`config.mk`:
```
export PLATFORM = sky130hd
export DESIGN_NAME = lgrt_ram
export DESIGN_NICKNAME = d
export VERILOG_FILES = /design/src/rtl/lgrt_ram.sv
export SDC_FILE = /design/constraint.sdc
export NUM_CORES = 1
export LEC_CHECK = 0
export ABC_CLOCK_PERIOD_IN_PS = 1700
export BUFFER_PORTS_ARGS = -buffer_cell sky130_fd_sc_hd__buf_2
export CAP_MARGIN = 10
export CORE_MARGIN = 5
export CORE_UTILIZATION = 45
export CTS_CLUSTER_DIAMETER = 30
export DETAILED_ROUTE_END_ITERATION = 10
export PLACE_DENSITY_LB_ADDON = 0.25
export SETUP_SLACK_MARGIN = 0.1
export SLEW_MARGIN = 20
export SYNTH_ARGS = -nofsm -noshare
export SYNTH_HDL_FRONTEND = slang
export SYNTH_SLANG_ARGS = --single-unit
```
`constraint.sdc`:
```
create_clock -name clk -period 1.7 [get_ports clk]
set_input_delay 0 -clock clk [delete_from_list [all_inputs] [get_ports clk]]
set_output_delay 0 -clock clk [all_outputs]
set_load 0.03 [all_outputs]
```
`src/rtl/lgrt_ram.sv`:
```
// Generic single-port-write, single-port-read RAM with registered read data.
module lgrt_ram #(
  parameter int WIDTH = 8,
  parameter int DEPTH = 64
) (
  input  logic                     clk,
  input  logic                     we,
  input  logic [$clog2(DEPTH)-1:0] waddr,
  input  logic [WIDTH-1:0]         wdata,
  input  logic                     re,
  input  logic [$clog2(DEPTH)-1:0] raddr,
  output logic [WIDTH-1:0]         rdata
);

  logic [WIDTH-1:0] mem [DEPTH];

  // Write port
  always_ff @(posedge clk) begin
    if (we) begin
      mem[waddr] <= wdata;
    end
  end

  // Registered read port
  always_ff @(posedge clk) begin
    if (re) begin
      rdata <= mem[raddr];
    end
  end

endmodule

```
==> out/metrics.cfg <==
[yosys]
synth_seq_cells=520
synth.avg_cell_area_um2=21.5
synthesis.nets=963
synth_edf_count=520
synth_cell_type_count=39
synthArstFlopShare=0
yosys_warnings=0
synth_sequential_area_ratio=0.771
synth-main-ff-cell=edfxtp_1
syn_area_mm2=0.0202
synthCells=940

[worst_setup_path]
critPathLaunchType=flop
crit_slowest_cell=mux4_2
crit_chain=mux4_2 > mux4_2 > nor2_2 > nor3_1 > o2bb2ai_1
crit_type=flop to flop
max_stage_delay_ns=0.52
cp.required_ns=2.06
cp.arrival_ns=2.29
cp-end-kind=flop
cpMostUsedCell=mux4_2
crit_fanout=1

[cts]
post_cts_buffers=0
clk_latency_ns=0.62
numCtsBuffers=99
cts-root-buf=clkbuf_16
clkSlewWorstSetupHoldPaths_ns=0.05
htree_levels=3
cts_tree=yes
cts_buffer_depth=3
cts.sinks=520

[sta]
hold_violations=4
report.final.slew_viol_count=0
tightestPinTransition_ns=1.02
hold_ws_ns=-0.0465
fmax_ghz=0.517
setup_viol_count_final=8
fin_worst_skew_ns=0.0260
rsz0062_at_grt=true
slew_headroom=0.323
worst_slack_ns=-0.233
min_period_over_period=1.14
min_period_ns=1.93

[routing]
vias_per_cell=5.56
drt_iter0_drc=958
first_pass_iters=5
wire_per_inst_um=25.2
route.detailed.drc=0
drt_wl_total_um=46900
vias=10300
antenna_left=0

[floorplanning]
coreArea_mm2=0.0443
placementRows=77
io_pins=31
die_area_mm2=0.0493
die_y_um=222
initial_core_util=0.457
die_w_um=222

[power]
ir_drop_uv=1240
p_leak_nw=8.65
powerDensity_mw_per_mm2=1370
design_power_total_w=0.0355

[global_routing]
grt_usage=0.190
grt_pass1_wl_um=69400
grt_pass1_vias=10500
grt_max_degree=65
antenna_found_initial=2
overflow=0

[place]
dp_hpwl_um=29700
portBuffers=30
gp_congestion=0.842

[layout]
fillCellCount=3247
final_core_util=0.583
drive_above_1_share=0.399
area_delta_synth_final_pct=27.6
nets=1202

[run_status]
violations=hold timing, setup timing
status=complete, but fails checks

[hold_path]
hold_class=input pin to flop

[run]
drv_cap=0

power breakdown:
| part | internal, W | total (W) | leakage, nW | switching, W |
|---|---|---|---|---|
| sequential | 0.0143 | 0.0143 | 4.69 | 0.0000451 |
| combinational | 0.000655 | 0.00155 | 2.31 | 0.000891 |
| clock | 0.0131 | 0.0196 | 1.66 | 0.00652 |
area by class of cell:
type,instances,area [um^2],area share
antenna,1,2.50,0.0000968
sequential,520,15600,0.604
timing repair buffer,189,1600,0.0620
multi-input combinational,369,4430,0.171
clock buffer,106,2570,0.0994
tap,592,741,0.0287
clock inverter,82,883,0.0342
worst paths after layout:
path / startpoint / to / slack, ns / cells past startpoint
max: mem[15][1] / rdata[1] / -0.23 / 5
min: raddr[5] / rdata[0] / -0.05 / 3
max reg2reg: mem[15][1] / rdata[1] / -0.23 / 5
min reg2reg: mem[4][7] / rdata[7] / 0.92 / 4
routing by layer:
metal  share of wire  vias to the layer above  track usage
met5         0.00028                        -            0
met4           0.019                        2       0.0545
met3           0.084                       71       0.0532
met2            0.49                      376        0.300
met1            0.41                     5413        0.263
li1                -                     4469            -
synth_stat cells, types with 4 or more instances:
library cell,instances,area share
a211oi_1,4,0.0015
a221oi_1,6,0.0026
buf_1,4,0.00074
buf_2,11,0.0027
buf_4,13,0.0048
buf_6,4,0.0022
clkbuf_1,17,0.0032
edfxtp_1,520,0.77
mux2_2,13,0.0072
mux2i_1,23,0.011
mux4_2,126,0.14
nand2_1,19,0.0035
nand2b_1,7,0.0022
nand3_1,13,0.0032
nor2_1,83,0.015
nor2b_1,14,0.0043
nor3_1,7,0.0017
o221ai_1,8,0.0035
o22ai_1,8,0.0025
cells in the final DEF, fill, tap and decap left out, types with 4 or more instances in the layout:
cell type      count
nor2b_1           14
mux2i_1           23
clkbuf_1           4
inv_6              9
buf_4            135
clkinvlp_4        14
o221ai_1           8
clkbuf_16        102
buf_12            17
a211oi_1           4
o22ai_1            7
clkinv_1          11
nand3_1           13
mux4_2           126
mux2_2            11
bufinv_16         14
dlygate4sd3_1     11
nand2_1           19
nor2_1            78
nor2_2             5
nand2b_1           7
nor3_1             5
buf_2             25
a221oi_1           6
clkinv_2          22
edfxtp_1         520
clkinv_4           9
cells by family after synthesis:
family | Yosys count | synth area share
buffers and inverters | 51 | 0.0156
multiplexers | 162 | 0.159
flip-flops | 520 | 0.771
AO/OA/AOI/OAI | 54 | 0.0206
AND/OR/NAND/NOR | 153 | 0.0337
per-stage QoR:
step / TNS, ns / worst slack (ns) / cells / cell area, um^2
final: -1.52 / -0.233 / 1859 / 25800
after detailed placement: -3.88 / -0.813 / 1659 / 22200
after floorplan: -0.342 / -0.0883 / 940 / 20300
after CTS: -1.56 / -0.239 / 1856 / 25800
after global placement: -3.72 / -0.787 / 1659 / 22200
after global routing: -1.93 / -0.307 / 1858 / 25800
flip-flops by register name, summed over array words and instances (netlist names):
name,count
mem,512
rdata,8
worst max-delay path, delay by kind of cell, from the launching register on:
family	cells	cell delay, ns
muxes	2	1.03
and+or+nand+nor	2	0.17
DFF	1	0.36
AOI/OAI and AO/OA	1	0.12
what timing repair did:
action                     4_1_cts  5_1_grt
gates cloned                     0        0
hold endpoints to repair       163       89
resized for setup               18        0
setup endpoints to repair        8        8
hold buffers                     9        2
pin swaps                        2        2
No activity file was read; power rests on OpenSTA's default activity.
